**config.mk**
```make
export PLATFORM = sky130hd
export DESIGN_NAME = best_fit_block_allocator
export DESIGN_NICKNAME = d
export VERILOG_FILES = /design/src/rtl/bfa_pkg.sv /design/src/rtl/best_fit_block_allocator.sv /design/src/rtl/bfa_ram.sv /design/src/rtl/bfa_front.sv /design/src/rtl/bfa_cmd_queue.sv /design/src/rtl/bfa_back.sv
export SDC_FILE = /design/constraint.sdc
export NUM_CORES = 1
export LEC_CHECK = 0
export BUFFER_PORTS_ARGS = -buffer_cell sky130_fd_sc_hd__buf_2
export CORE_MARGIN = 8
export CORE_UTILIZATION = 25
export DETAILED_ROUTE_END_ITERATION = 10
export PLACE_DENSITY = 0.4
export SKIP_CTS_REPAIR_TIMING = 1
export SLEW_MARGIN = 20
export SYNTH_ARGS = -nofsm -noshare
export SYNTH_HDL_FRONTEND = slang
export SYNTH_SLANG_ARGS = --single-unit
```
**constraint.sdc**
```tcl
create_clock -name clk -period 4.4 [get_ports clk]
set_clock_uncertainty 0.2 [all_clocks]
set_input_delay 0.22 -clock clk [delete_from_list [all_inputs] [get_ports clk]]
set_output_delay 0.22 -clock clk [all_outputs]
set_load 0.02 [all_outputs]
```
**src/rtl/bfa_pkg.sv**
```systemverilog
package bfa_pkg;

  // Default sizing of the block table
  localparam int MAX_BLOCKS_DEF = 32;
  localparam int SIZE_BITS_DEF  = 16;

  // Depth of the command queue between front and back
  localparam int CMD_QUEUE_DEPTH = 2;

  // Port field widths
  localparam int CFG_W       = 6;
  localparam int SLOT_W      = 5;
  localparam int SIZE_W      = 16;
  localparam int S_TDATA_W   = 24;
  localparam int M_TDATA_W   = 40;
  localparam int M_TDATA_PAD = M_TDATA_W - SLOT_W - 2 * SIZE_W;
  localparam int S_TDATA_PAD = S_TDATA_W - SLOT_W - SIZE_W;

  // Action codes carried on the input tuser
  localparam logic ACT_LOAD  = 1'b0;
  localparam logic ACT_ALLOC = 1'b1;

  // Command kinds passed from front to back
  typedef enum logic {
    KIND_LOAD,
    KIND_ALLOC
  } cmd_kind_t;

endpackage

```
**src/rtl/best_fit_block_allocator.sv**
```systemverilog
// Best-fit block allocator. A load transaction (tuser 0) writes one block's size into the
// table and frees that block; an allocate transaction (tuser 1) searches the first
// block_count blocks for the free block with the smallest non-negative leftover, lowest
// index on a tie, marks it allocated and returns found, index, size and leftover. Every
// input transaction gives exactly one result transaction. After reset the table is swept
// once, clearing every entry, before the first input transaction is taken; configuration
// writes are taken throughout. A load, and an allocate with a block count of zero, pass
// from idle straight to the response state; any other allocate scans the first
// min(block_count, MAX_BLOCKS) blocks through the table memory's single read port, which
// the search walks one block per cycle, then commits. A two-entry command queue lets new
// transactions be taken while a search runs or a result waits on the output.
module best_fit_block_allocator
  import bfa_pkg::*;
#(
  parameter int MAX_BLOCKS = MAX_BLOCKS_DEF,
  parameter int SIZE_BITS  = SIZE_BITS_DEF
) (
  input  logic                 clk,
  input  logic                 rst,
  // configuration write channel: block_count
  input  logic                 cfg_valid,
  output logic                 cfg_ready,
  input  logic [CFG_W-1:0]     cfg_data,
  // input stream
  input  logic                 s_tvalid,
  output logic                 s_tready,
  input  logic [S_TDATA_W-1:0] s_tdata,   // block_slot[4:0], size_value[20:5], zero pad
  input  logic                 s_tuser,   // action
  // result stream
  output logic                 m_tvalid,
  input  logic                 m_tready,
  output logic [M_TDATA_W-1:0] m_tdata,   // chosen_block[4:0], chosen_size[20:5],
                                          // leftover[36:21], zero pad
  output logic                 m_tuser    // found
);

  localparam int IDX_W = $clog2(MAX_BLOCKS);
  localparam int CNT_W = $clog2(MAX_BLOCKS + 1);
  localparam int CMD_W = 2 + IDX_W + SIZE_BITS + CNT_W;

  logic             init_done;
  logic             q_full;
  logic             q_empty;
  logic             q_push;
  logic             q_pop;
  logic [CMD_W-1:0] q_data;
  logic [CMD_W-1:0] q_head;

  // Front: take and classify transactions
  bfa_front #(
    .MAX_BLOCKS (MAX_BLOCKS),
    .SIZE_BITS  (SIZE_BITS),
    .IDX_W      (IDX_W),
    .CNT_W      (CNT_W),
    .CMD_W      (CMD_W)
  ) u_front (
    .clk       (clk),
    .rst       (rst),
    .cfg_valid (cfg_valid),
    .cfg_ready (cfg_ready),
    .cfg_data  (cfg_data),
    .s_tvalid  (s_tvalid),
    .s_tready  (s_tready),
    .s_tdata   (s_tdata),
    .s_tuser   (s_tuser),
    .init_done (init_done),
    .q_full    (q_full),
    .q_push    (q_push),
    .q_data    (q_data)
  );

  // Queue: decouple front from back
  bfa_cmd_queue #(
    .WIDTH (CMD_W),
    .DEPTH (CMD_QUEUE_DEPTH)
  ) u_queue (
    .clk       (clk),
    .rst       (rst),
    .push      (q_push),
    .push_data (q_data),
    .pop       (q_pop),
    .head      (q_head),
    .empty     (q_empty),
    .full      (q_full)
  );

  // Back: table updates, search and result register
  bfa_back #(
    .MAX_BLOCKS (MAX_BLOCKS),
    .SIZE_BITS  (SIZE_BITS),
    .IDX_W      (IDX_W),
    .CNT_W      (CNT_W),
    .CMD_W      (CMD_W)
  ) u_back (
    .clk       (clk),
    .rst       (rst),
    .q_head    (q_head),
    .q_empty   (q_empty),
    .q_pop     (q_pop),
    .init_done (init_done),
    .m_tvalid  (m_tvalid),
    .m_tready  (m_tready),
    .m_tdata   (m_tdata),
    .m_tuser   (m_tuser)
  );

endmodule

```
**src/rtl/bfa_ram.sv**
```systemverilog
module bfa_ram #(
  parameter int WIDTH = 17,
  parameter int DEPTH = 32
) (
  input  logic                     clk,
  input  logic                     we,
  input  logic [$clog2(DEPTH)-1:0] waddr,
  input  logic [WIDTH-1:0]         wdata,
  input  logic [$clog2(DEPTH)-1:0] raddr,
  output logic [WIDTH-1:0]         rdata
);

  logic [WIDTH-1:0] mem [DEPTH];

  // Write one word, read one word with registered output
  always_ff @(posedge clk) begin
    if (we) begin
      mem[waddr] <= wdata;
    end
    rdata <= mem[raddr];
  end

endmodule

```
**src/rtl/bfa_front.sv**
```systemverilog
module bfa_front
  import bfa_pkg::*;
#(
  parameter int MAX_BLOCKS = MAX_BLOCKS_DEF,
  parameter int SIZE_BITS  = SIZE_BITS_DEF,
  parameter int IDX_W      = $clog2(MAX_BLOCKS),
  parameter int CNT_W      = $clog2(MAX_BLOCKS + 1),
  parameter int CMD_W      = 2 + IDX_W + SIZE_BITS + CNT_W
) (
  input  logic                 clk,
  input  logic                 rst,
  // configuration write channel
  input  logic                 cfg_valid,
  output logic                 cfg_ready,
  input  logic [CFG_W-1:0]     cfg_data,
  // input stream
  input  logic                 s_tvalid,
  output logic                 s_tready,
  input  logic [S_TDATA_W-1:0] s_tdata,   // block_slot[4:0], size_value[20:5], zero pad
  input  logic                 s_tuser,   // action
  // towards the command queue
  input  logic                 init_done,
  input  logic                 q_full,
  output logic                 q_push,
  output logic [CMD_W-1:0]     q_data
);

  typedef struct packed {
    cmd_kind_t              kind;
    logic                   slot_ok;
    logic [IDX_W-1:0]       slot;
    logic [SIZE_BITS-1:0]   size;
    logic [CNT_W-1:0]       limit;
  } cmd_t;

  logic [CFG_W-1:0]  block_count;
  logic [SLOT_W-1:0] in_slot;
  logic [SIZE_W-1:0] in_size;
  cmd_t              cmd;

  // Hold the block count register
  always_ff @(posedge clk) begin
    if (rst) begin
      block_count <= '0;
    end else if (cfg_valid && cfg_ready) begin
      block_count <= cfg_data;
    end
  end

  assign cfg_ready = 1'b1;

  // Accept only once the table is cleared and the queue has room
  assign s_tready = init_done && !q_full;
  assign q_push   = s_tvalid && s_tready;

  assign in_slot = s_tdata[SLOT_W-1:0];
  assign in_size = s_tdata[SLOT_W+SIZE_W-1:SLOT_W];

  // Classify the transaction into a command for the back end
  always_comb begin
    cmd.slot    = IDX_W'(in_slot);
    cmd.size    = SIZE_BITS'(in_size);
    cmd.slot_ok = (32'(in_slot) < MAX_BLOCKS);
    cmd.limit   = (32'(block_count) > MAX_BLOCKS) ? CNT_W'(MAX_BLOCKS) : CNT_W'(block_count);
    unique case (s_tuser)
      ACT_LOAD:  cmd.kind = KIND_LOAD;
      ACT_ALLOC: cmd.kind = KIND_ALLOC;
      default:   cmd.kind = KIND_LOAD;
    endcase
  end

  assign q_data = cmd;

endmodule

```
**src/rtl/bfa_cmd_queue.sv**
```systemverilog
module bfa_cmd_queue
  import bfa_pkg::*;
#(
  parameter int WIDTH = 8,
  parameter int DEPTH = CMD_QUEUE_DEPTH
) (
  input  logic             clk,
  input  logic             rst,
  input  logic             push,
  input  logic [WIDTH-1:0] push_data,
  input  logic             pop,
  output logic [WIDTH-1:0] head,
  output logic             empty,
  output logic             full
);

  localparam int PTR_W = (DEPTH > 1) ? $clog2(DEPTH) : 1;
  localparam int CNT_W = $clog2(DEPTH + 1);

  logic [WIDTH-1:0] entries [DEPTH];
  logic [PTR_W-1:0] wr_ptr;
  logic [PTR_W-1:0] rd_ptr;
  logic [CNT_W-1:0] count;

  assign empty = (count == '0);
  assign full  = (count == CNT_W'(DEPTH));
  assign head  = entries[rd_ptr];

  // Store pushed commands
  always_ff @(posedge clk) begin
    if (push && !full) begin
      entries[wr_ptr] <= push_data;
    end
  end

  // Advance pointers and occupancy
  always_ff @(posedge clk) begin
    if (rst) begin
      wr_ptr <= '0;
      rd_ptr <= '0;
      count  <= '0;
    end else begin
      if (push && !full) begin
        wr_ptr <= (wr_ptr == PTR_W'(DEPTH - 1)) ? '0 : wr_ptr + 1'b1;
      end
      if (pop && !empty) begin
        rd_ptr <= (rd_ptr == PTR_W'(DEPTH - 1)) ? '0 : rd_ptr + 1'b1;
      end
      if ((push && !full) && !(pop && !empty)) begin
        count <= count + 1'b1;
      end else if (!(push && !full) && (pop && !empty)) begin
        count <= count - 1'b1;
      end
    end
  end

endmodule

```
**src/rtl/bfa_back.sv**
```systemverilog
module bfa_back
  import bfa_pkg::*;
#(
  parameter int MAX_BLOCKS = MAX_BLOCKS_DEF,
  parameter int SIZE_BITS  = SIZE_BITS_DEF,
  parameter int IDX_W      = $clog2(MAX_BLOCKS),
  parameter int CNT_W      = $clog2(MAX_BLOCKS + 1),
  parameter int CMD_W      = 2 + IDX_W + SIZE_BITS + CNT_W
) (
  input  logic                 clk,
  input  logic                 rst,
  // from the command queue
  input  logic [CMD_W-1:0]     q_head,
  input  logic                 q_empty,
  output logic                 q_pop,
  output logic                 init_done,
  // output stream
  output logic                 m_tvalid,
  input  logic                 m_tready,
  output logic [M_TDATA_W-1:0] m_tdata,   // chosen_block[4:0], chosen_size[20:5],
                                          // leftover[36:21], zero pad
  output logic                 m_tuser    // found
);

  typedef struct packed {
    cmd_kind_t              kind;
    logic                   slot_ok;
    logic [IDX_W-1:0]       slot;
    logic [SIZE_BITS-1:0]   size;
    logic [CNT_W-1:0]       limit;
  } cmd_t;

  typedef enum logic [2:0] {
    ST_CLEAR,
    ST_IDLE,
    ST_SCAN,
    ST_COMMIT,
    ST_RESP
  } state_t;

  localparam int ENT_W = SIZE_BITS + 1;

  state_t               state;
  cmd_t                 cmd;
  logic [IDX_W-1:0]     clr_idx;
  logic [SIZE_BITS-1:0] req;
  logic [CNT_W-1:0]     limit;
  logic [CNT_W-1:0]     iss_idx;
  logic                 chk_valid;
  logic [IDX_W-1:0]     chk_idx;
  logic                 hit;
  logic [IDX_W-1:0]     best_idx;
  logic [SIZE_BITS-1:0] best_size;
  logic [SIZE_BITS-1:0] best_left;

  logic                 ram_we;
  logic [IDX_W-1:0]     ram_waddr;
  logic [ENT_W-1:0]     ram_wdata;
  logic [IDX_W-1:0]     ram_raddr;
  logic [ENT_W-1:0]     ram_rdata;

  logic                 issue;
  logic                 ent_mark;
  logic [SIZE_BITS-1:0] ent_size;
  logic [SIZE_BITS-1:0] ent_left;
  logic                 better;

  logic                 found_out;
  logic [SLOT_W-1:0]    block_out;
  logic [SIZE_W-1:0]    size_out;
  logic [SIZE_W-1:0]    left_out;

  assign cmd       = q_head;
  assign init_done = (state != ST_CLEAR);
  assign q_pop     = (state == ST_IDLE) && !q_empty;
  assign issue     = (state == ST_SCAN) && (iss_idx < limit);

  // Each table entry holds the allocated mark over the block size
  bfa_ram #(
    .WIDTH (ENT_W),
    .DEPTH (MAX_BLOCKS)
  ) u_table (
    .clk   (clk),
    .we    (ram_we),
    .waddr (ram_waddr),
    .wdata (ram_wdata),
    .raddr (ram_raddr),
    .rdata (ram_rdata)
  );

  // Drive the table write port by phase
  always_comb begin
    ram_we    = 1'b0;
    ram_waddr = clr_idx;
    ram_wdata = '0;
    ram_raddr = iss_idx[IDX_W-1:0];
    unique case (state)
      ST_CLEAR: begin
        ram_we = 1'b1;
      end
      ST_IDLE: begin
        if (!q_empty && cmd.kind == KIND_LOAD && cmd.slot_ok) begin
          ram_we    = 1'b1;
          ram_waddr = cmd.slot;
          ram_wdata = {1'b0, cmd.size};
        end
      end
      ST_COMMIT: begin
        if (hit) begin
          ram_we    = 1'b1;
          ram_waddr = best_idx;
          ram_wdata = {1'b1, best_size};
        end
      end
      default: begin
        ram_we = 1'b0;
      end
    endcase
  end

  // Compare the entry read back against the best so far
  always_comb begin
    ent_mark = ram_rdata[SIZE_BITS];
    ent_size = ram_rdata[SIZE_BITS-1:0];
    ent_left = ent_size - req;
    better   = !ent_mark && (ent_size >= req) && (!hit || (ent_left < best_left));
  end

  // Fit the result to the port widths
  always_comb begin
    found_out = hit;
    block_out = SLOT_W'(best_idx);
    size_out  = SIZE_W'(best_size);
    left_out  = SIZE_W'(best_left);
  end

  // Sequence clear, load, scan, commit and response
  always_ff @(posedge clk) begin
    if (rst) begin
      state     <= ST_CLEAR;
      clr_idx   <= '0;
      chk_valid <= 1'b0;
      m_tvalid  <= 1'b0;
    end else begin
      // Drop the result once taken, unless a new one is loaded below
      if (m_tready && state != ST_RESP) begin
        m_tvalid <= 1'b0;
      end
      unique case (state)
        ST_CLEAR: begin
          clr_idx <= clr_idx + 1'b1;
          if (clr_idx == IDX_W'(MAX_BLOCKS - 1)) begin
            state <= ST_IDLE;
          end
        end
        ST_IDLE: begin
          if (!q_empty) begin
            hit       <= 1'b0;
            best_idx  <= '0;
            best_size <= '0;
            best_left <= '0;
            req       <= cmd.size;
            limit     <= cmd.limit;
            iss_idx   <= '0;
            chk_valid <= 1'b0;
            if (cmd.kind == KIND_ALLOC && cmd.limit != '0) begin
              state <= ST_SCAN;
            end else begin
              state <= ST_RESP;
            end
          end
        end
        ST_SCAN: begin
          // Issue one read a cycle, check the entry read the cycle before
          chk_valid <= issue;
          chk_idx   <= iss_idx[IDX_W-1:0];
          if (issue) begin
            iss_idx <= iss_idx + 1'b1;
          end
          if (chk_valid && better) begin
            hit       <= 1'b1;
            best_idx  <= chk_idx;
            best_size <= ent_size;
            best_left <= ent_left;
          end
          if (!issue && !chk_valid) begin
            state <= ST_COMMIT;
          end
        end
        ST_COMMIT: begin
          state <= ST_RESP;
        end
        ST_RESP: begin
          if (!m_tvalid || m_tready) begin
            m_tvalid <= 1'b1;
            m_tuser  <= found_out;
            m_tdata  <= {{M_TDATA_PAD{1'b0}}, left_out, size_out, block_out};
            state    <= ST_IDLE;
          end
        end
        default: begin
          state <= ST_IDLE;
        end
      endcase
    end
  end

endmodule
```
## Word level (Yosys, flattened, before mapping)

Memories as Yosys holds them, arrays and structs flattened. A register that Yosys moved wholly into a read port is not among the register bits.
Cells that the tools add are included.

- Add/subtract/negate cells: 7
- Order comparisons: 4
- Eq/ne operators: 13
- Mux-type cells: 45
- Bitwise operators: 4
- Reductions and logical operators: 40

Operator list:

| operator | number |
|---|---|
| 2-to-1 mux 16 bit | 4 |
| case mux 16 bit (2 select lines) | 2 |
| case mux 17 bit (2 select lines) | 1 |
| 2-to-1 mux 5 bit | 4 |
| case mux 5 bit (2 select lines) | 2 |
| 2-to-1 mux 6 bit | 3 |
| 2-to-1 mux 17 bit | 1 |
| >= comparator 16 bit | 1 |
| less-than comparator 16 bit | 1 |
| subtractor 16 bit | 1 |
| logical AND 1 bit | 15 |
| 2-to-1 mux 1 bit | 15 |
| 2-to-1 mux 3 bit | 5 |
| case mux 3 bit (5 select lines) | 1 |
| case mux 6 bit (2 select lines) | 1 |
| AND reduction 4 bit | 3 |
| zero test 1 bit | 9 |
| adder 6 x 1 -> 6 bit (second input constant) | 1 |
| == test 3 x 2 -> 1 bit (second input constant) | 2 |
| greater-than comparator 6 bit (second input constant) | 1 |
| less-than comparator 6 bit | 1 |
| inequality test 2 x 1 -> 1 bit (second input constant) | 3 |
| inequality test 2 bit (second input constant) | 3 |
| case mux 1 bit (2 select lines) | 3 |
| other kinds (21) | 30 |

- Register bits: 129
- Memory bits (writable): 600
- Bits of input ports: 36
- Word-level logic and storage cells: 133
- Memories kept: 2

Memory list:

| name | words | bits a word | read ports | clocked after memory_dff | wr ports | line | RTL |
|---|---|---|---|---|---|---|---|
| u_back.u_table.mem | 32 | 17 | 1 | 1 | 1 | bfa_ram.sv:13 | `logic [WIDTH-1:0] mem [DEPTH];` |
| u_queue.entries | 2 | 28 | 1 | 1 | 1 | bfa_cmd_queue.sv:20 | `logic [WIDTH-1:0] entries [DEPTH];` |

## Longest topological paths before layout

Gate-level depths: netlist of run 1.

- Depth after elaboration: 9
- Mapped depth: 16
- Depth with buffers taken out: 16

## Modules after synthesis

From an unflattened synthesis of run 1, not the netlist that was laid out.

- Cell total of the unflattened synthesis: 1859
- Area total of the unflattened synthesis: 30360.4 µm²

Modules (own cells, without submodules):

| module | instances | cells each | area an instance (µm²) | seq. area each (µm²) |
|---|---|---|---|---|
| bfa_ram | 1 | 1212 | 21737.1 | 16676.0 |
| bfa_back | 1 | 480 | 5871.9 | 3473.3 |
| bfa_cmd_queue | 1 | 115 | 2306.0 | 1841.8 |
| bfa_front | 1 | 52 | 445.4 | 120.1 |

## Worst setup path after synthesis of run 1

Ideal clock, no wire load.

- Kind: reg-to-reg
- From: reg u_back.state[1]
- To: reg u_back.m_tdata[0] (enable)
- Library setup time: 488 ps
- Arrival: 3677 ps
- Data required time: 3712 ps
- Setup slack: 34 ps
- Cell stages (with the launch flop): 6
- Path buffers: 2
- Period minus slack after synthesis: 4366 ps
- Cells stage by stage: dfxtp_1 > clkbuf_1 > clkbuf_1 > nor2_1 > nand2_1 > nor3b_1

- Cells in the longest elaborated chain, start to end: 2

Ends and longest elaborated chain:

| item | line | RTL |
|---|---|---|
| from (decl) | bfa_back.sv:43 | `state_t state;` |
| from (signal assigned) | bfa_back.sv:140 | `state <= ST_CLEAR;` |
| from (signal assigned) | bfa_back.sv:153 | `state <= ST_IDLE;` |
| from (signal assigned) | bfa_back.sv:167 | `state <= ST_SCAN;` |
| == test 3 bit | bfa_back.sv:149 | `unique case (state)` |
| AND reduction 3 bit (no source line) | - |  |
| to (signal assigned) | bfa_back.sv:197 | `m_tdata <= {{M_TDATA_PAD{1'b0}}, left_out, size_out, block_out};` |
| to (decl) | bfa_back.sv:20 | `output logic [M_TDATA_W-1:0] m_tdata,` |

Every way passes these cells.
A chain may end at the register's enable or synchronous reset.

## Worst setup path in the final report of run 1

- From: reg u_back.req[0]
- To: reg u_back.best_size[12] (enable)

- Cells in the longest elaborated chain, start to end: 7
- Elaborated cells between the ends (all ways): 9
- Those cells by class: add/sub (1); order compare (2); eq/ne (1); reduce/logical (5)

Ends and longest elaborated chain:

| item | line | RTL |
|---|---|---|
| from (decl) | bfa_back.sv:46 | `logic [SIZE_BITS-1:0] req;` |
| from (signal assigned) | bfa_back.sv:162 | `req <= cmd.size;` |
| subtractor 16 bit | bfa_back.sv:125 | `ent_left = ent_size - req;` |
| named net u_back.ent_left[14] | bfa_back.sv:65 | `logic [SIZE_BITS-1:0] ent_left;` |
| less-than comparator 16 bit | bfa_back.sv:126 | `better = !ent_mark && (ent_size >= req) && (!hit \|\| (ent_left < best_left));` |
| logical OR 1 bit | bfa_back.sv:126 |  |
| logical AND 1 bit | bfa_back.sv:126 |  |
| logical AND 1 bit | bfa_back.sv:180 | `if (chk_valid && better) begin` |
| inequality test 2 bit (no source line) | - |  |
| AND reduction 4 bit (no source line) | - |  |
| to (signal assigned) | bfa_back.sv:183 | `best_size <= ent_size;` |
| to (decl) | bfa_back.sv:53 | `logic [SIZE_BITS-1:0] best_size;` |

The timed path passes the listed nets, and every way through them passes these cells.

==> flow_summary.ini, run 1 <==
[status]
status = complete, no violations

[sta]
hold_viol_final = 0
tightest_slew_ns = 0.9748
final_worst_path_cycle_share_pct = 91.01
max-slew-margin-rel_pct = 34.86
timing_max_transition_violations_final = 0
fmax_mhz = 249.7
final.hold.worst_slack_ns = 0.1234
rsz_0062_raised_after_global_routing = no
final_critical_path_time_including_i_o_delays_and_setup_ns = 4.005
final.setup.worst_slack_ns = 0.3955
final-setup-viol-count = 0
fin_setup_tns_ns = 0

[route]
wl_per_cell_um = 22.70
total_via_count_after_detailed_routing = 14598
route.final.wire_length_um = 74990
post-route-drc-count = 0
ant_nets = 0
drt_iter0_markers = 1018
viasPerCell = 4.420
first_pass_iters = 5

[placement]
dpl_cell_area_mm2 = 0.03237
preCtsSetupSlack_ns = 0.3696
place.port_buffers = 72
hpwlAfterDp_um = 46810
gp_routability_congestion = 0.8252
dp_cells = 3109

[yosys]
ys_seq_elements = 747
yosys.area.top_type_share_pct = 71.92
number_of_enable_flip_flop_cells_after_synthesis = 709
synth_largest_area_cell = sky130_fd_sc_hd__edfxtp_1
postSynthAreaPerCell_um2 = 19.77
synth_ff_type = sky130_fd_sc_hd__edfxtp_1
ys_types = 60
synthesis.instances = 1497
ys_top_cells_by_area = sky130_fd_sc_hd__edfxtp_1 72%, sky130_fd_sc_hd__mux4_2 13%, sky130_fd_sc_hd__dfxtp_1 2.6%, sky130_fd_sc_hd__ha_1 1.7%, sky130_fd_sc_hd__mux2_2 1.6%
syn-cell-area_mm2 = 0.02960
synth-async-reset-ratio_pct = 0
yosys_warnings = 0
sequential_fraction_of_the_synthesis_area_pct = 74.49

[finish]
layoutNonFillerInstCount = 3303
finish.instance_area_mm2 = 0.03554
design.final.nets = 1781
drive_above_1_share_pct = 30.39
area_growth_syn_to_layout_pct = 20.05
finalCoreUtilization_pct = 30.18
antenna-diode-count = 0

[floorplanning]
floorplan.die.width_um = 360.1
design.die.area_mm2 = 0.1297
floorplan.core_area_mm2 = 0.1178
num_rows = 126
initial_core_util_pct = 25.14
die_h_um = 360.1
total_i_o_pin_count = 80

[clock_tree]
cts_htree_levels = 3
clkTransAtPathRegs_ns = 0.06
cts_sinks = 747
tritoncts = yes
number_of_buffers_inserted_during_clock_tree_synthesis = 84
worstSkewPairLatency_ns = 0.63
cts.root.buffer_cell = sky130_fd_sc_hd__clkbuf_16
cts.path.max_buffers = 3

[hold_path]
hold_path_depth = 2
min_path_type = input pin to flop
hold_path.startpoint = s_tdata[10]
hold-path-endpoint = u_queue.entries[1][11]

[critical_path]
worstRegToRegCells = 14
crit_path_max_incr_delay_ns = 0.42
worst-endpoint-arrival_ns = 4.13
worst_path_slowest_cell = sky130_fd_sc_hd__fa_1
path_cells = ha_1 > fa_1 > nor2b_1 > o21a_1 > o21ai_0 > and2_1 > o21ai_0 > xor2_1 > ha_1 > nand4_1 > a21oi_1 > o41ai_1 > a31o_2 > buf_4
critical_path_sink_type = flop
crit_path_class = flop to flop
worst_r2r_startpoint = u_back.req[0]
cpLargestDelayFamily = compound AO/OA/AOI/OAI gates
start_kind = flop
worst_path_bufs_invs = 1
path_max_fanout = 11
required_time_reported_for_the_critical_path_endpoint_ns = 4.53
worst_flop_to_flop_path_endpoint = u_back.best_size[12]
regToRegSetupSlack_ns = 0.40

[grt]
remaining_global_route_overflow = 0
grt_antenna_before_repair = 4
globalRouteTotalUtil_pct = 11.33
first_global_vias = 15496
grt_pass1_wl_um = 109400
grt_max_degree = 85

[power_and_ir_drop]
ir_worst_vdd_mv = 0.2937
cellPowerDensity_mw_per_mm2 = 419.1
leakage_power_total_nw = 10.70
power_mw = 14.90

[job]
cap_viol_max_count = 0
## placed cells by master (no fill, tap or decap), types with 20 or more instances in the layout
cell type                       count
sky130_fd_sc_hd__mux2_2            41
sky130_fd_sc_hd__dfxtp_1           38
sky130_fd_sc_hd__and3_1            25
sky130_fd_sc_hd__buf_4             69
sky130_fd_sc_hd__a21oi_1           30
sky130_fd_sc_hd__dlygate4sd3_1     45
sky130_fd_sc_hd__nor2_2            49
sky130_fd_sc_hd__nand3_1           20
sky130_fd_sc_hd__clkbuf_1          20
sky130_fd_sc_hd__buf_2             72
sky130_fd_sc_hd__inv_1             44
sky130_fd_sc_hd__clkbuf_16         86
sky130_fd_sc_hd__edfxtp_1         709
sky130_fd_sc_hd__ha_1              40
sky130_fd_sc_hd__nor2_1            48
sky130_fd_sc_hd__mux4_2           170
sky130_fd_sc_hd__nand2_1           34
## routing by layer
layer | wire length [um] | track usage, % | vias up
li1 | - | - | 6466
met1 | 34170 | 15.09 | 7741
met2 | 36120 | 18.81 | 294
met3 | 3186 | 2.174 | 97
met4 | 1514 | 3.245 | 0
met5 | 0 | 0 | -
## worst max path at each step
stage	startpoint	endpoint	depth (start not counted)
after floorplan	u_back.state[1]	u_back.m_tdata[0]	5
after global routing	u_back.u_table.rdata[0]	u_back.best_size[12]	15
after detailed placement	u_back.req[0]	u_back.best_size[10]	14
after CTS	u_back.req[0]	u_back.best_idx[2]	14
after global placement	u_back.req[0]	u_back.best_size[10]	14
final	u_back.req[0]	u_back.best_size[12]	14
## cell usage after synthesis, drive strengths merged (9+ instances only)
library cell    n
mux4          170
and3           25
nand3          20
nand2          34
a21oi          30
and2           11
inv            44
o21ai          13
buf            39
nor2           98
a21o            9
mux2i          17
xnor2           9
mux2           41
clkbuf         38
xor2           14
edfxtp        709
ha             40
a22oi          16
dfxtp          38
## registers in the layout, summed over array words and instances (netlist names), 2 cells and up, named ones only
| name | count |
|---|---|
| u_back.u_table.rdata | 17 |
| u_back.iss_idx | 6 |
| u_back.req | 16 |
| u_front.block_count | 6 |
| u_back.limit | 6 |
| u_back.u_table.mem | 544 |
| u_back.chk_idx | 5 |
| u_back.m_tdata | 37 |
| u_back.clr_idx | 5 |
| u_queue.count | 2 |
| u_queue.entries | 56 |
| u_back.state | 3 |
| u_back.best_size | 16 |
| u_back.best_left | 16 |
| u_back.best_idx | 5 |
## cell families after synthesis
family | count (synthesis) | synth area share (%)
and+or+nand+nor | 233 | 3.808
AOI/OAI and AO/OA | 102 | 2.359
other | 2 | 0.02537
muxes | 228 | 15.07
buffers and inverters | 121 | 1.809
adders and majority gates | 41 | 1.758
DFF | 747 | 74.49
xor gates and xnor gates | 23 | 0.6805
## power by group
group | internal, mW | switching (mW)
clock network | 4.13 | 2.78
registers | 7.75 | 0.0207
logic | 0.0926 | 0.125
total | 12.0 | 2.92
## cell type report
class	instances	area [um2]
clock buffer	111	2296
clock inverter	38	415.4
fill	11391	82230
inverter	44	165.2
multi-input combinational	631	7158
sequential	747	22050
tap	1536	1922
timing repair buffer	196	1529
Note: power is estimated with default switching activity, not from simulation.
==> run 2, diff against run 1 <==
- MAX_ROUTING_LAYER: not set -> met4
- PLACE_DENSITY: 0.4 -> 0.39
- clock period: 4.4 -> 4.7 ns (I/O delays scaled with it)
==> flow_summary.ini, run 2 (same netlist as run 1, synthesis figures left out) <==
[placement]
gp_routability_congestion = 0.8001
dpl_cell_area_mm2 = 0.03236
preCtsSetupSlack_ns = 0.5853
hpwlAfterDp_um = 47670
place.port_buffers = 72

[clock_tree]
cts_htree_levels = 3
cts.path.max_buffers = 3
worstSkewPairLatency_ns = 0.64
cts.root.buffer_cell = sky130_fd_sc_hd__clkbuf_16
clkTransAtPathRegs_ns = 0.06
cts_sinks = 747
tritoncts = yes
number_of_buffers_inserted_during_clock_tree_synthesis = 85

[floorplanning]
floorplan.die.width_um = 360.1
num_rows = 126
die_h_um = 360.1
initial_core_util_pct = 25.14
total_i_o_pin_count = 80
floorplan.core_area_mm2 = 0.1178
design.die.area_mm2 = 0.1297

[finish]
layout.cells.most_common = sky130_fd_sc_hd__edfxtp_1
area_growth_syn_to_layout_pct = 19.80
layout.cells.most_common_list = 709 x sky130_fd_sc_hd__edfxtp_1, 170 x sky130_fd_sc_hd__mux4_2, 87 x sky130_fd_sc_hd__clkbuf_16
largest_register_ff_count = 544
drive_above_1_share_pct = 30.80
regMostFlops = u_back.u_table.mem
finish.instance_area_mm2 = 0.03546
reg_top3 = u_back.u_table.mem: 544 flops, u_queue.entries: 56 flops, u_back.m_tdata: 37 flops
fillerInstances = 11396
design.final.nets = 1786

[grt]
grt_antenna_before_repair = 7
globalRouteTotalUtil_pct = 11.96
remaining_global_route_overflow = 0
first_global_vias = 15500
grt_pass1_wl_um = 110900
grt_max_degree = 117

[critical_path]
crit_path_class = flop to flop
start_kind = flop
critical_path_sink_type = flop
worst-endpoint-arrival_ns = 4.21
path_cells = ha_1 > fa_1 > nor2b_1 > o21a_1 > o21ai_0 > and2_1 > o21ai_0 > xor2_1 > ha_1 > nand3_1 > a21oi_1 > o41ai_1 > a31o_2 > buf_4
path_max_fanout = 21
worst_path_slowest_cell = sky130_fd_sc_hd__fa_1
crit_path_max_incr_delay_ns = 0.40
required_time_reported_for_the_critical_path_endpoint_ns = 4.81

[route]
total_via_count_after_detailed_routing = 14623
route.final.wire_length_um = 76770
drt_iter0_markers = 863
ant_nets = 0
wl_per_cell_um = 23.14
post-route-drc-count = 0
viasPerCell = 4.407
first_pass_iters = 5

[sta]
final_critical_path_time_including_i_o_delays_and_setup_ns = 4.105
timing_max_transition_violations_final = 0
rsz_0062_raised_after_global_routing = no
final-setup-viol-count = 0
final_worst_path_cycle_share_pct = 87.34
tightest_slew_ns = 1.020
fmax_mhz = 243.6
hold_viol_final = 0
max-slew-margin-rel_pct = 31.87
final.setup.worst_slack_ns = 0.5948
final.hold.worst_slack_ns = 0.1313
fin_setup_tns_ns = 0

[status]
status = complete, no violations

[power_and_ir_drop]
ir_worst_vdd_mv = 0.2412
leakage_power_total_nw = 10.70
power_mw = 13.84
cellPowerDensity_mw_per_mm2 = 390.3

[hold_path]
min_path_type = input pin to flop

[job]
cap_viol_max_count = 0
==> run 2: cell types whose count changed in the layout (fill, tap and decap cells not counted), sizes merged <==
cell,previous run,this run
clkbuf,111,102
bufinv,8,6
inv,47,46
buf,151,157
diode,0,3
clkinv,25,45
dlygate4sd3,45,43
==> run 2: path summary, 6_finish.rpt <==
| path | cells past startpoint | to | start | slack, ns |
|---|---|---|---|---|
| setup / recovery | 14 | u_back.best_size[3] | u_back.req[0] | 0.59 |
| hold / removal | 2 | u_queue.entries[0][13] | s_tdata[12] | 0.13 |
| setup reg to reg | 14 | u_back.best_size[3] | u_back.req[0] | 0.59 |
| hold reg to reg | 0 | u_back.m_tdata[19] | u_back.best_size[14] | 0.25 |
==> run 2: critical path: cells and delay by family, from the launching register on <==
| family | cells | cell delay [ns] |
|---|---|---|
| adders and majority gates | 3 | 0.88 |
| buffers and inverters | 1 | 0.30 |
| AOI/OAI and AO/OA | 6 | 1.29 |
| DFF | 1 | 0.36 |
| and+or+nand+nor | 3 | 0.52 |
| xor gates and xnor gates | 1 | 0.22 |
==> run 2: final cells by class <==
class                   count  area, um2  share of cell area, %
flip-flops and latches    747      22050                  62.18
multi-input cells         631       7161                  20.19
clock buffers             102       2233                  6.298
well taps                1536       1922                  5.419
repair buffers            200       1491                  4.205
clock inverters            55      432.9                  1.221
inverters                  44      165.2                 0.4657
diodes                      3      7.507                0.02117
==> run 2: power by group <==
part	switching [mW]	leakage, nW	internal [mW]	total (mW)
Sequential	0.0190	6.04	7.26	7.27
Combinational	0.120	3.35	0.0925	0.213
Clock	2.64	1.31	3.71	6.35
==> run 2: metal layers <==
metal / GRT usage (%) / wire, um / up-vias
met2: 19.24 / 37000 / 294
li1: - / - / 6490
met5: - / 0 / -
met3: 2.075 / 3092 / 113
met4: 3.644 / 1823 / 0
met1: 15.47 / 34850 / 7726
==> run 2: through the flow <==
| step | std cells | utilization [%] |
|---|---|---|
| finish | 3318 | 30.11 |
| global route | 3315 | 30.11 |
| CTS | 3272 | 29.74 |
| detailed placement | 3115 | 27.48 |
| global placement | 3115 | 27.48 |
| floorplan | 1499 | - |
==> run 3, diff against run 2 <==
==> constraint.sdc (replaced) <==
create_clock -name clk -period 4.7 [get_ports clk]
set_clock_uncertainty 0.2 [all_clocks]
set_input_delay 0.47 -clock clk [delete_from_list [all_inputs] [get_ports clk]]
set_output_delay 0.47 -clock clk [all_outputs]
set_load 0.02 [all_outputs]
==> flow_summary.ini, run 3 (same netlist as run 1, synthesis figures left out) <==
[route]
drt_iter0_markers = 1225
total_via_count_after_detailed_routing = 14548
viasPerCell = 4.407
wl_per_cell_um = 23.15
first_pass_iters = 5
ant_nets = 0
post-route-drc-count = 0
route.final.wire_length_um = 76430

[finish]
reg_top3 = u_back.u_table.mem: 544 flops, u_queue.entries: 56 flops, u_back.m_tdata: 37 flops
drive_above_1_share_pct = 31.22
ff_latch_area_mm2 = 0.02205
design.final.nets = 1774
layout.cells.most_common_list = 709 x sky130_fd_sc_hd__edfxtp_1, 170 x sky130_fd_sc_hd__mux4_2, 88 x sky130_fd_sc_hd__clkbuf_16
antenna-diode-count = 0
multiInputGateArea_mm2 = 0.007161
fillerInstances = 11416
layout.cells.most_common = sky130_fd_sc_hd__edfxtp_1
largest_register_ff_count = 544
regMostFlops = u_back.u_table.mem
area_growth_syn_to_layout_pct = 19.91

[sta]
final.hold.worst_slack_ns = 0.02695
fmax_mhz = 251.2
final_critical_path_time_including_i_o_delays_and_setup_ns = 3.982
max-slew-margin-rel_pct = 39.39
rsz_0062_raised_after_global_routing = no
final-setup-viol-count = 0
hold_viol_final = 0
timing_max_transition_violations_final = 0
final.setup.worst_slack_ns = 0.7184
fin_setup_tns_ns = 0
final_worst_path_cycle_share_pct = 84.71
tightest_slew_ns = 0.9092

[hold_path]
min_path_type = input pin to flop
hold_path_depth = 3
hold-path-endpoint = u_front.block_count[5]
hold_path.startpoint = cfg_valid

[power_and_ir_drop]
power_switching_share_pct = 20.12
clock_power_share_pct = 46.8
p_int_mw = 11.22
ir_worst_vdd_mv = 0.2495
seq_power_share_pct = 51.8
cellPowerDensity_mw_per_mm2 = 395.8
leakage_power_total_nw = 10.70
pwr-share-comb_pct = 1.4
power.net_switching_mw = 2.827

[floorplanning]
num_rows = 126
floorplan.core_area_mm2 = 0.1178
die_h_um = 360.1
floorplan.die.width_um = 360.1
initial_core_util_pct = 25.14
design.die.area_mm2 = 0.1297
total_i_o_pin_count = 80

[critical_path]
regToRegSetupSlack_ns = 0.72
crit_path_max_incr_delay_ns = 0.40
path_cells = ha_1 > fa_1 > nor2b_1 > o21a_1 > o21ai_0 > and2_1 > o21ai_0 > xor2_1 > ha_1 > nand3_1 > a21oi_1 > o41ai_1 > a31o_2 > buf_4
required_time_reported_for_the_critical_path_endpoint_ns = 4.83
worst_flop_to_flop_path_endpoint = u_back.best_size[14]
cpLargestDelayFamily = compound AO/OA/AOI/OAI gates
start_kind = flop
worst-endpoint-arrival_ns = 4.11
worst_path_bufs_invs = 1
worstRegToRegCells = 14
worst_path_slowest_cell = sky130_fd_sc_hd__fa_1
crit_path_class = flop to flop
path_max_fanout = 12
worst_r2r_startpoint = u_back.req[0]
critical_path_sink_type = flop

[job]
cap_viol_max_count = 0

[status]
status = complete, no violations

[grt]
grt_max_degree = 61
first_global_vias = 15414
grt_pass1_wl_um = 110300
grt_antenna_before_repair = 7
remaining_global_route_overflow = 0
globalRouteTotalUtil_pct = 11.85

[placement]
hpwlAfterDp_um = 47310
preCtsSetupSlack_ns = 0.6934
gp_routability_congestion = 0.7736
place.port_buffers = 72

[clock_tree]
cts_htree_levels = 3
number_of_buffers_inserted_during_clock_tree_synthesis = 87
cts_sinks = 747
cts.root.buffer_cell = sky130_fd_sc_hd__clkbuf_16
cts.path.max_buffers = 3
worstSkewPairLatency_ns = 0.64
tritoncts = yes
clkTransAtPathRegs_ns = 0.06
[run 3: changes by cell type in the layout (fill, tap and decap cells not counted), moves of 2 or more]
cell,previous run,this run
sky130_fd_sc_hd__clkbuf_1,15,20
sky130_fd_sc_hd__clkinv_1,25,17
sky130_fd_sc_hd__buf_12,5,9
sky130_fd_sc_hd__clkinvlp_4,2,4
sky130_fd_sc_hd__bufinv_16,6,8
sky130_fd_sc_hd__dlygate4sd3_1,43,29
sky130_fd_sc_hd__clkinv_2,17,12
sky130_fd_sc_hd__diode_2,3,0
sky130_fd_sc_hd__buf_4,80,75
[run 3: area by class of cell]
| type | instances | share of cell area [%] |
|---|---|---|
| Clock inverter | 49 | 1.403 |
| Clock buffer | 108 | 6.415 |
| Sequential cell | 747 | 62.12 |
| Inverter | 44 | 0.4653 |
| Multi-Input combinational cell | 631 | 20.17 |
| Tap cell | 1536 | 5.414 |
| Timing Repair Buffer | 186 | 4.004 |
[run 3: power groups by stage]
stage	clock [mW]	sequential, mW	combinational [mW]
2_1_floorplan	0	7.41	0.0950
3_3_place_gp	0	7.41	0.180
3_5_place_dp	0	7.41	0.182
4_1_cts	6.80	7.27	0.183
5_1_grt	7.05	7.28	0.215
6_report	6.58	7.27	0.198
[run 3: per-layer routing]
metal | part of all wire (%) | GRT usage (%) | up-vias
met5 | 0 | - | -
met4 | 1.7 | 3.097 | 0
met3 | 4.2 | 1.991 | 93
met2 | 49 | 19.49 | 293
met1 | 45 | 15.23 | 7713
li1 | - | - | 6449
[run 3: how the worst max path moves through the flow]
stage	slack (ns)	start	endpoint	depth (start not counted)
after floorplan	0.33	u_back.state[1]	u_back.m_tdata[0]	5
after global placement	0.71	u_back.req[0]	u_back.best_size[8]	14
after detailed placement	0.69	u_back.req[0]	u_back.best_size[14]	14
after CTS	0.68	u_back.req[0]	u_back.best_size[14]	14
after global routing	0.41	u_back.req[6]	u_back.best_size[14]	13
final	0.72	u_back.req[0]	u_back.best_size[14]	14
[run 3: worst reg2reg max path, cell delays in order, from the launching register on]
cell	delay (ns)
sky130_fd_sc_hd__edfxtp_1	0.37
sky130_fd_sc_hd__ha_1	0.22
sky130_fd_sc_hd__fa_1	0.40
sky130_fd_sc_hd__nor2b_1	0.19
sky130_fd_sc_hd__o21a_1	0.15
sky130_fd_sc_hd__o21ai_0	0.15
sky130_fd_sc_hd__and2_1	0.25
sky130_fd_sc_hd__o21ai_0	0.34
sky130_fd_sc_hd__xor2_1	0.20
sky130_fd_sc_hd__ha_1	0.27
sky130_fd_sc_hd__nand3_1	0.08
sky130_fd_sc_hd__a21oi_1	0.08
sky130_fd_sc_hd__o41ai_1	0.32
sky130_fd_sc_hd__a31o_2	0.25
sky130_fd_sc_hd__buf_4	0.22
[run 3: per-stage QoR]
step                util [%]  area, um2  instances  power [mW]
floorplan                  -      29610       1499       7.501
global placement       27.51      32400       3114       7.590
detailed placement     27.51      32400       3114       7.596
CTS                    29.87      35180       3271       14.26
global route           30.14      35500       3301       14.54
finish                 30.14      35500       3301       14.05
